File: src/rtl/tdh_pkg.sv
// Shared constants and types for the timer deadline heap.
package tdh_pkg;

  localparam int unsigned HeapDepth = 32;
  localparam int unsigned TimeBits  = 48;
  localparam int unsigned TaskBits  = 16;
  localparam int unsigned StampBits = 16;
  localparam int unsigned WaitBits  = 32;
  localparam int unsigned FireCap   = 32;

  localparam logic OpAdd  = 1'b0;
  localparam logic OpFire = 1'b1;

  localparam logic [WaitBits-1:0] WaitEmpty = '1;
  localparam logic [WaitBits-1:0] WaitMax   = {1'b0, {(WaitBits-1){1'b1}}};

  typedef struct packed {
    logic [TaskBits-1:0] ready_task;
    logic                fired;
    logic                last;
    logic [WaitBits-1:0] wait_ms;
    logic                overflow;
  } tdh_out_t;

endpackage

File: src/rtl/tdh_if.sv
// Valid/ready channel interfaces for the timer deadline heap.
interface tdh_in_if #(
  parameter int unsigned TIME_BITS = 48,
  parameter int unsigned TASK_BITS = 16
);
  logic                 valid;
  logic                 ready;
  logic                 operation;
  logic [TIME_BITS-1:0] deadline;
  logic [TASK_BITS-1:0] task_id;
  logic [TIME_BITS-1:0] current_time;
  modport source (output valid, operation, deadline, task_id, current_time, input ready);
  modport sink   (input valid, operation, deadline, task_id, current_time, output ready);
endinterface

interface tdh_out_if;
  logic        valid;
  logic        ready;
  logic [15:0] ready_task;
  logic        fired;
  logic        last;
  logic [31:0] wait_ms;
  logic        overflow;
  modport source (output valid, ready_task, fired, last, wait_ms, overflow, input ready);
  modport sink   (input valid, ready_task, fired, last, wait_ms, overflow, output ready);
endinterface

File: src/rtl/timer_deadline_heap_core.sv
// Timer queue kept as a binary min-heap in one synchronous memory.
//
// The heap lives in a single memory of HEAP_DEPTH words with a registered
// read, and a copy of the root sits in a register so the wait time is known
// at once. Items are taken one at a time; the next item is accepted only
// after every result beat of the current one has left. An add writes the new
// entry at the end and lets it rise one level at a time (read the parent,
// compare, write one slot), for at most log2(HEAP_DEPTH) levels; an add to a
// full heap only reports overflow. A fire that expires nothing only reports
// the wait. Otherwise a fire pops each expired entry in turn, and the former
// last entry sinks from the root (read two children, compare, write one
// slot), except after a pop that empties the heap. A result beat that waits
// on the sink holds the next step.
module timer_deadline_heap_core #(
  parameter int unsigned HEAP_DEPTH = tdh_pkg::HeapDepth,
  parameter int unsigned TIME_BITS  = tdh_pkg::TimeBits,
  parameter int unsigned TASK_BITS  = tdh_pkg::TaskBits
) (
  input  logic     clk_i,
  input  logic     rst_ni,
  tdh_in_if.sink   in_i,
  tdh_out_if.source out_o
);
  import tdh_pkg::*;

  localparam int unsigned AW = (HEAP_DEPTH > 1) ? $clog2(HEAP_DEPTH) : 1;
  localparam int unsigned CW = $clog2(HEAP_DEPTH + 1);
  localparam int unsigned FW = $clog2(FireCap + 1);
  localparam int unsigned DW = (TIME_BITS > WaitBits) ? TIME_BITS : WaitBits;

  typedef struct packed {
    logic [TIME_BITS-1:0] dl;
    logic [StampBits-1:0] st;
    logic [TASK_BITS-1:0] tk;
  } ent_t;

  typedef enum logic [3:0] {
    S_IDLE, S_UP_RD, S_UP_CMP, S_POP, S_POP_LD, S_DN_RDL, S_DN_RDR, S_DN_CMP,
    S_EMIT, S_WAIT
  } state_e;

  ent_t mem_q [HEAP_DEPTH];
  ent_t rd_q;
  logic          we;
  logic [AW-1:0] wa, ra;
  ent_t          wd;

  state_e state_q;
  logic [CW-1:0] cnt_q;
  logic [StampBits-1:0] stamp_q;
  logic [AW-1:0] pos_q;
  ent_t cur_q, lch_q, root_q;
  logic [TIME_BITS-1:0] now_q;
  logic [FW-1:0] nfire_q;
  logic fire_op_q;
  logic hit_q;
  logic ovf_q;
  logic more_q;
  tdh_out_t out_q;
  logic ovalid_q;
  logic [TASK_BITS-1:0] popped_q;

  function automatic logic slot_first(ent_t a, ent_t b);
    if (a.dl != b.dl) return a.dl < b.dl;
    if (a.st != b.st) return a.st < b.st;
    return a.tk < b.tk;
  endfunction

  always_ff @(posedge clk_i) begin
    if (we) mem_q[wa] <= wd;
    rd_q <= mem_q[ra];
  end

  // Wait until the root deadline given the count after this step.
  function automatic logic [WaitBits-1:0] wait_of(logic [CW-1:0] c, ent_t r,
                                                  logic [TIME_BITS-1:0] now);
    logic [DW-1:0] diff;
    diff = DW'(r.dl) - DW'(now);
    if (c == '0) return WaitEmpty;
    if (r.dl <= now) return '0;
    if (diff > DW'(WaitMax)) return WaitMax;
    return WaitBits'(diff);
  endfunction

  logic [AW:0] lidx, ridx;
  assign lidx = {pos_q, 1'b1};
  assign ridx = {pos_q, 1'b1} + 1'b1;
  logic [AW-1:0] parent;
  assign parent = (pos_q - 1'b1) >> 1;

  logic in_fire;
  assign in_fire = (in_i.operation == OpFire);
  assign in_i.ready = (state_q == S_IDLE);

  // Sift decisions; rd_q holds the parent while rising and the right child
  // while sinking.
  logic up_move, lv, rv, pick_r, dn_move, more;
  ent_t best;
  assign up_move = (pos_q != '0) && slot_first(cur_q, rd_q);
  assign lv      = lidx < (AW+1)'(cnt_q);
  assign rv      = ridx < (AW+1)'(cnt_q);
  assign pick_r  = rv && slot_first(rd_q, lch_q);
  assign best    = pick_r ? rd_q : lch_q;
  assign dn_move = lv && slot_first(best, cur_q);
  assign more    = fire_op_q && (nfire_q < FW'(FireCap)) && (cnt_q != '0) &&
                   (root_q.dl <= now_q);

  // Memory port control.
  always_comb begin
    we = 1'b0; wa = pos_q; wd = cur_q; ra = pos_q;
    unique case (state_q)
      S_UP_RD:  ra = parent;
      S_UP_CMP: begin we = 1'b1; wd = up_move ? rd_q : cur_q; end
      S_POP:    ra = AW'(cnt_q - 1'b1);
      S_DN_RDL: ra = lidx[AW-1:0];
      S_DN_RDR: ra = ridx[AW-1:0];
      S_DN_CMP: begin we = 1'b1; wd = dn_move ? best : cur_q; end
      default:  ;
    endcase
  end

  always_ff @(posedge clk_i or negedge rst_ni) begin
    if (!rst_ni) begin
      state_q <= S_IDLE; cnt_q <= '0; stamp_q <= '0; ovalid_q <= 1'b0;
      nfire_q <= '0; fire_op_q <= 1'b0; hit_q <= 1'b0; ovf_q <= 1'b0;
      more_q <= 1'b0; pos_q <= '0; cur_q <= '0; lch_q <= '0; root_q <= '0;
      now_q <= '0; out_q <= '0; popped_q <= '0;
    end else begin
      if (ovalid_q && out_o.ready) ovalid_q <= 1'b0;
      unique case (state_q)
        S_IDLE: if (in_i.valid) begin
          now_q <= in_i.current_time;
          nfire_q <= '0;
          fire_op_q <= in_fire;
          hit_q <= 1'b0;
          ovf_q <= 1'b0;
          if (in_fire) begin
            if (cnt_q != '0 && root_q.dl <= in_i.current_time) state_q <= S_POP;
            else state_q <= S_EMIT;
          end else if (cnt_q >= CW'(HEAP_DEPTH)) begin
            ovf_q <= 1'b1;
            state_q <= S_EMIT;
          end else begin
            cur_q <= '{dl: in_i.deadline, st: stamp_q, tk: in_i.task_id};
            stamp_q <= stamp_q + 1'b1;
            pos_q <= cnt_q[AW-1:0];
            cnt_q <= cnt_q + 1'b1;
            state_q <= S_UP_RD;
          end
        end
        S_UP_RD: state_q <= S_UP_CMP;
        S_UP_CMP: begin
          if (up_move) begin
            pos_q <= parent; state_q <= S_UP_RD;
          end else begin
            if (pos_q == '0) root_q <= cur_q;
            state_q <= S_EMIT;
          end
        end
        S_POP: begin
          popped_q <= root_q.tk;
          hit_q <= 1'b1;
          cnt_q <= cnt_q - 1'b1;
          pos_q <= '0;
          nfire_q <= nfire_q + 1'b1;
          state_q <= (cnt_q == CW'(1)) ? S_EMIT : S_POP_LD;
        end
        // The former last entry restarts at the root and sinks.
        S_POP_LD: begin
          cur_q <= rd_q;
          state_q <= S_DN_RDL;
        end
        S_DN_RDL: state_q <= S_DN_RDR;
        S_DN_RDR: begin
          lch_q <= rd_q;
          state_q <= S_DN_CMP;
        end
        S_DN_CMP: begin
          if (dn_move) begin
            if (pos_q == '0) root_q <= best;
            pos_q <= pick_r ? ridx[AW-1:0] : lidx[AW-1:0];
            state_q <= S_DN_RDL;
          end else begin
            if (pos_q == '0) root_q <= cur_q;
            state_q <= S_EMIT;
          end
        end
        S_EMIT: begin
          out_q <= '{ready_task: hit_q ? TaskBits'(popped_q) : '0, fired: hit_q,
                     last: !more, wait_ms: wait_of(cnt_q, root_q, now_q),
                     overflow: ovf_q};
          ovalid_q <= 1'b1;
          more_q <= more;
          state_q <= S_WAIT;
        end
        S_WAIT: if (!ovalid_q || out_o.ready) state_q <= more_q ? S_POP : S_IDLE;
        default: state_q <= S_IDLE;
      endcase
    end
  end

  assign out_o.valid = ovalid_q;
  assign out_o.ready_task = out_q.ready_task;
  assign out_o.fired = out_q.fired;
  assign out_o.last = out_q.last;
  assign out_o.wait_ms = out_q.wait_ms;
  assign out_o.overflow = out_q.overflow;
endmodule
File: src/flat_wrapper.sv
// flat-port wrapper written by rule: the top's interface ports become plain ports
module timer_deadline_heap_core_flat import tdh_pkg::*;
#(
  parameter int unsigned HEAP_DEPTH = tdh_pkg::HeapDepth,
  parameter int unsigned TIME_BITS  = tdh_pkg::TimeBits,
  parameter int unsigned TASK_BITS  = tdh_pkg::TaskBits
)
  (clk_i, rst_ni, in_i_valid, in_i_operation, in_i_deadline, in_i_task_id, in_i_current_time, in_i_ready, out_o_valid, out_o_ready_task, out_o_fired, out_o_last, out_o_wait_ms, out_o_overflow, out_o_ready);
  tdh_in_if #(.TIME_BITS(TIME_BITS), .TASK_BITS(TASK_BITS)) in_i_i ();
  tdh_out_if out_o_i ();
  input  logic clk_i;
  input  logic rst_ni;
  input wire logic [$bits(in_i_i.valid)-1:0] in_i_valid;
  input wire logic [$bits(in_i_i.operation)-1:0] in_i_operation;
  input wire logic [$bits(in_i_i.deadline)-1:0] in_i_deadline;
  input wire logic [$bits(in_i_i.task_id)-1:0] in_i_task_id;
  input wire logic [$bits(in_i_i.current_time)-1:0] in_i_current_time;
  output wire logic [$bits(in_i_i.ready)-1:0] in_i_ready;
  output wire logic [$bits(out_o_i.valid)-1:0] out_o_valid;
  output wire logic [$bits(out_o_i.ready_task)-1:0] out_o_ready_task;
  output wire logic [$bits(out_o_i.fired)-1:0] out_o_fired;
  output wire logic [$bits(out_o_i.last)-1:0] out_o_last;
  output wire logic [$bits(out_o_i.wait_ms)-1:0] out_o_wait_ms;
  output wire logic [$bits(out_o_i.overflow)-1:0] out_o_overflow;
  input wire logic [$bits(out_o_i.ready)-1:0] out_o_ready;
  assign in_i_i.valid = in_i_valid;
  assign in_i_i.operation = in_i_operation;
  assign in_i_i.deadline = in_i_deadline;
  assign in_i_i.task_id = in_i_task_id;
  assign in_i_i.current_time = in_i_current_time;
  assign in_i_ready = in_i_i.ready;
  assign out_o_valid = out_o_i.valid;
  assign out_o_ready_task = out_o_i.ready_task;
  assign out_o_fired = out_o_i.fired;
  assign out_o_last = out_o_i.last;
  assign out_o_wait_ms = out_o_i.wait_ms;
  assign out_o_overflow = out_o_i.overflow;
  assign out_o_i.ready = out_o_ready;
  timer_deadline_heap_core #(.HEAP_DEPTH(HEAP_DEPTH), .TIME_BITS(TIME_BITS), .TASK_BITS(TASK_BITS)) u_core (.clk_i(clk_i), .rst_ni(rst_ni), .in_i(in_i_i), .out_o(out_o_i));
endmodule
File: config.mk
export PLATFORM = sky130hd
export DESIGN_NAME = timer_deadline_heap_core_flat
export DESIGN_NICKNAME = d
export VERILOG_FILES = /design/src/rtl/tdh_pkg.sv /design/src/rtl/tdh_if.sv /design/src/rtl/timer_deadline_heap_core.sv /design/src/flat_wrapper.sv
export SDC_FILE = /design/constraint.sdc
export NUM_CORES = 2
export LEC_CHECK = 0
export ABC_CLOCK_PERIOD_IN_PS = 8000
export BUFFER_PORTS_ARGS = -buffer_cell sky130_fd_sc_hd__buf_2
export CAP_MARGIN = 0
export CORE_MARGIN = 3
export CORE_UTILIZATION = 35
export CTS_CLUSTER_DIAMETER = 60
export DETAILED_ROUTE_END_ITERATION = 7
export GPL_ROUTABILITY_DRIVEN = 1
export PLACE_DENSITY = 0.5
export SYNTH_ARGS = -nofsm -noshare
export SYNTH_HDL_FRONTEND = slang
export SYNTH_SLANG_ARGS = --single-unit
File: constraint.sdc
create_clock -name clk_i -period 8 [get_ports clk_i]
set_clock_uncertainty 0.05 [all_clocks]
set_input_delay 1.6 -clock clk_i [delete_from_list [all_inputs] [get_ports clk_i]]
set_output_delay 1.6 -clock clk_i [all_outputs]
set_load 0.01 [all_outputs]
==> results.md <==
* Final count of hold timing violations at 0
* FF+latch count, synth at 3021
* Area added between synthesis and finish at 14.2%
* Buf/Inv on CP at 6
* Post-detailed-route wirelength per cell at 27.6 um
* Layout Nets at 11200
* Final slew viol count at 0
* EDFF count, synth at 2560
* Synth warn at 0
* Synth top area cells: edfxtp_1, dfrtp_1, nand2_1
* Fin crit share at 0.971
* H-Tree Depth at 5
* Leakage at 52.7 nW
* # DRC at 0
* Crit path max fanout at 60
* Site row count at 224
* Final TNS setup at 0 ps
* Hold WS at 407 ps
* Sequential element share of the synthesized area at 0.667
* Compound-cell area share of the yosys netlist at 0.152
* Vias at 89600
* Clock-pin slew on the worst setup and hold paths at 60 ps
* Setup CP Type: register to register
* Max clock buf depth at 4
* CTS tree: built
* Design Area, Final at 0.151 mm^2
* Tmin final at 7770 ps
* CTS hold repair buffers at 0
* Post-Place Cell Area at 0.139 mm^2
* Final setup fails at 0
* Initial Util at 0.353
* Mux cell area share after synthesis at 0.00713
* Synth Area per Inst at 12.5 um^2
* First-pass GRT wire length at 625000 um
* Synth area leader: edfxtp_1
* RSZ-0062 raised after global routing: false
* Overflow after GRT at 0
* Drt initial violations at 9532
* PwrDens at 475 mW/mm^2
* Number of clock sinks at 3021
* CTS root buf: clkbuf_16
* Yosys top cell area share at 0.583
* Total power at 71.5 mW
* CP arrival at 8450 ps
* Synthesized Nets at 11100
* Dpl hpwl at 242000 um
* Max Cap Viol at 0
* Max Fclk at 129 MHz
* Share of post-route cells with drive strength above 1 at 0.100
* Pre-antenna DRT Iters at 7
* Avg Vias per Cell at 5.62
* Critical Path RT at 8670 ps
* Port Buffers at 169
* Delay of the slowest critical-path stage at 560 ps
* Area of the core at 0.374 mm^2
* Crit path launch type: register
* Worst VDD drop at 535 uV
* Synth Cell Area at 0.132 mm^2
* I/O pin cnt at 170
* Final WL at 440000 um
* Netlist cell types at 87
* CP max stage cell: o211ai_1
* Fillers at 34900
* CP dominant cell by count: buf_4
* Reg2Reg Depth at 25
* Initial antenna violation count at 20
* Slew headroom at 0.125
* Hold depth at 2
* Ys async rst share at 0.126
* Num CTS Buffers at 337
* Worst setup EP type: register
* Xor-xnor portion of the synthesized cell area at 0.00438
* Skew-Pair Late Insertion Delay at 950 ps
* Pin count of the biggest net entering global routing at 212
* Main flop type after synthesis: edfxtp_1
* Vias in the first global route at 85500
* Full die area at 0.384 mm^2
* Overall Global Routing Usage at 0.222
* Main combinational cell family by area after synthesis: compound AO/OA/AOI/OAI gates
* Adder-cell share of the synthesized area at 0.0337
* Top-count cell post-synth: edfxtp_1
* Least-Margin Pin Slew at 1300 ps
* Fin util at 0.403
* Delay-heaviest family, CP: compound AO/OA/AOI/OAI gates
* Post-Synth Simple-Gate Area at 0.103
* Status: finished, final reports clean
* ANT nets after route at 0
* Post-Syn Instances at 10600
* CP Depth at 25
* Die width at 620 um
* Commonest cells in the synthesized netlist: edfxtp_1, nand2_1, a211oi_1
* Die Height at 620 um
* HP Class: register to register
* Final Wtd Congestion at 0.901
sequential cells by signal, summed over array words and instances, names as in the netlist, 4 cells and up:
register                 cells
u_core.mem_q              2560
u_core.cur_q                80
u_core.lch_q                80
u_core.rd_q                 80
u_core.root_q               64
u_core.now_q                48
u_core.out_o.wait_ms        32
u_core.out_o.ready_task     16
u_core.popped_q             16
u_core.stamp_q              16
u_core.cnt_q                 6
u_core.nfire_q               6
u_core.pos_q                 5
u_core.state_q               4
worst register-to-register path, stage by stage (launching register included):
cell	delay, ps
dfxtp_1	480
inv_1	100
ha_1	280
nand4_1	400
o221ai_1	360
a21oi_1	110
o211ai_1	560
a31oi_1	200
o211ai_1	210
buf_12	330
nor2_1	110
a21oi_1	370
ha_1	200
nand4_1	90
nor2_1	360
and2_1	470
o2111ai_1	410
nor3_1	290
buf_4	150
o2111a_1	220
a211oi_1	80
nor3_2	310
buf_12	380
buf_4	400
a221o_1	310
buf_4	320
layer usage:
| layer | GRT usage | routed length, um | vias up | share of wire |
|---|---|---|---|---|
| met1 | 0.317 | 196000 | 45600 | 0.44 |
| met4 | 0.0640 | 13100 | 10 | 0.030 |
| met2 | 0.353 | 202000 | 3255 | 0.46 |
| met3 | 0.0306 | 29700 | 637 | 0.068 |
| li1 | - | - | 40100 | - |
| met5 | 0 | 60 | - | 0.00014 |
cells in the final DEF (no fill, tap or decap), drive strengths merged, types with 13 or more instances in the layout:
cell / n
bufinv: 29
o21a: 18
nor2: 127
and3: 13
nor2b: 23
edfxtp: 2560
dfxtp: 80
clkinv: 132
a311oi: 331
clkinvlp: 14
clkbuf: 433
buf: 483
o21ai: 491
nand3: 68
a31oi: 330
a21oi: 561
nor3: 111
ha: 354
nand2: 1866
o211ai: 24
and2: 649
mux2i: 85
inv: 388
xor2: 20
nand4: 66
dfrtp: 381
a21o: 147
xnor2: 46
a221o: 82
a211oi: 896
and4: 13
per-stage QoR:
step                setup WS [ps]  std cells
finish                        229      15900
global route                 56.4      15900
CTS                          68.6      15900
detailed placement            124      15300
global placement              158      15300
floorplan                    1800      10600
timing repair:
| action | in CTS | in global routing |
|---|---|---|
| gates resized for setup | 0 | 7 |
| setup endpoints to repair | 0 | 2281 |
| buffers inserted | 0 | 0 |
report_power, final:
group | switching (mW) | total [mW] | internal (mW)
clock network | 6.50 | 15.6 | 9.06
logic | 22.8 | 33.3 | 10.5
registers | 1.34 | 22.6 | 21.3
total | 30.6 | 71.5 | 40.8
layout make-up:
cell class / instances / area [um^2] / share of cell area
Clock buffer: 433 / 9130 / 0.0606
Inverter: 370 / 1400 / 0.00927
Timing Repair Buffer: 483 / 3830 / 0.0254
Tap cell: 4972 / 6220 / 0.0413
Clock inverter: 193 / 1940 / 0.0129
Antenna cell: 9 / 22.5 / 0.000150
Multi-Input combinational cell: 6468 / 40100 / 0.266
Sequential cell: 3021 / 88000 / 0.584
worst paths after layout:
path                                                from                         endpoint  slack (ps)
max                              u_core.rd_q[16]$_DFF_P_   u_core.mem_q[26][12]$_DFFE_PP_         230
min                        u_core.root_q[13]$_DFFE_PN0P_  u_core.popped_q[13]$_DFFE_PN0P_         410
max reg2reg                      u_core.rd_q[16]$_DFF_P_   u_core.mem_q[26][12]$_DFFE_PP_         230
min reg2reg                u_core.root_q[13]$_DFFE_PN0P_  u_core.popped_q[13]$_DFFE_PN0P_         410
max in group asynchronous                         rst_ni     u_core.lch_q[67]$_DFFE_PN0P_        5930
min in group asynchronous                         rst_ni    u_core.out_o.last$_DFFE_PN0P_         590
kinds of logic (layout without fill, tap and decap cells):
| logic type | after synthesis | after routing |
|---|---|---|
| flip-flops | 3021 | 3021 |
| AND/OR/NAND/NOR | 2990 | 2990 |
| AO/OA/AOI/OAI | 2964 | 2964 |
| buffers and inverters | 1104 | 1479 |
| adder cells (fa/ha/maj) | 355 | 355 |
| multiplexers | 93 | 93 |
| XOR/XNOR | 66 | 66 |
| other | 0 | 9 |
No activity file was read; power rests on OpenSTA's default activity.
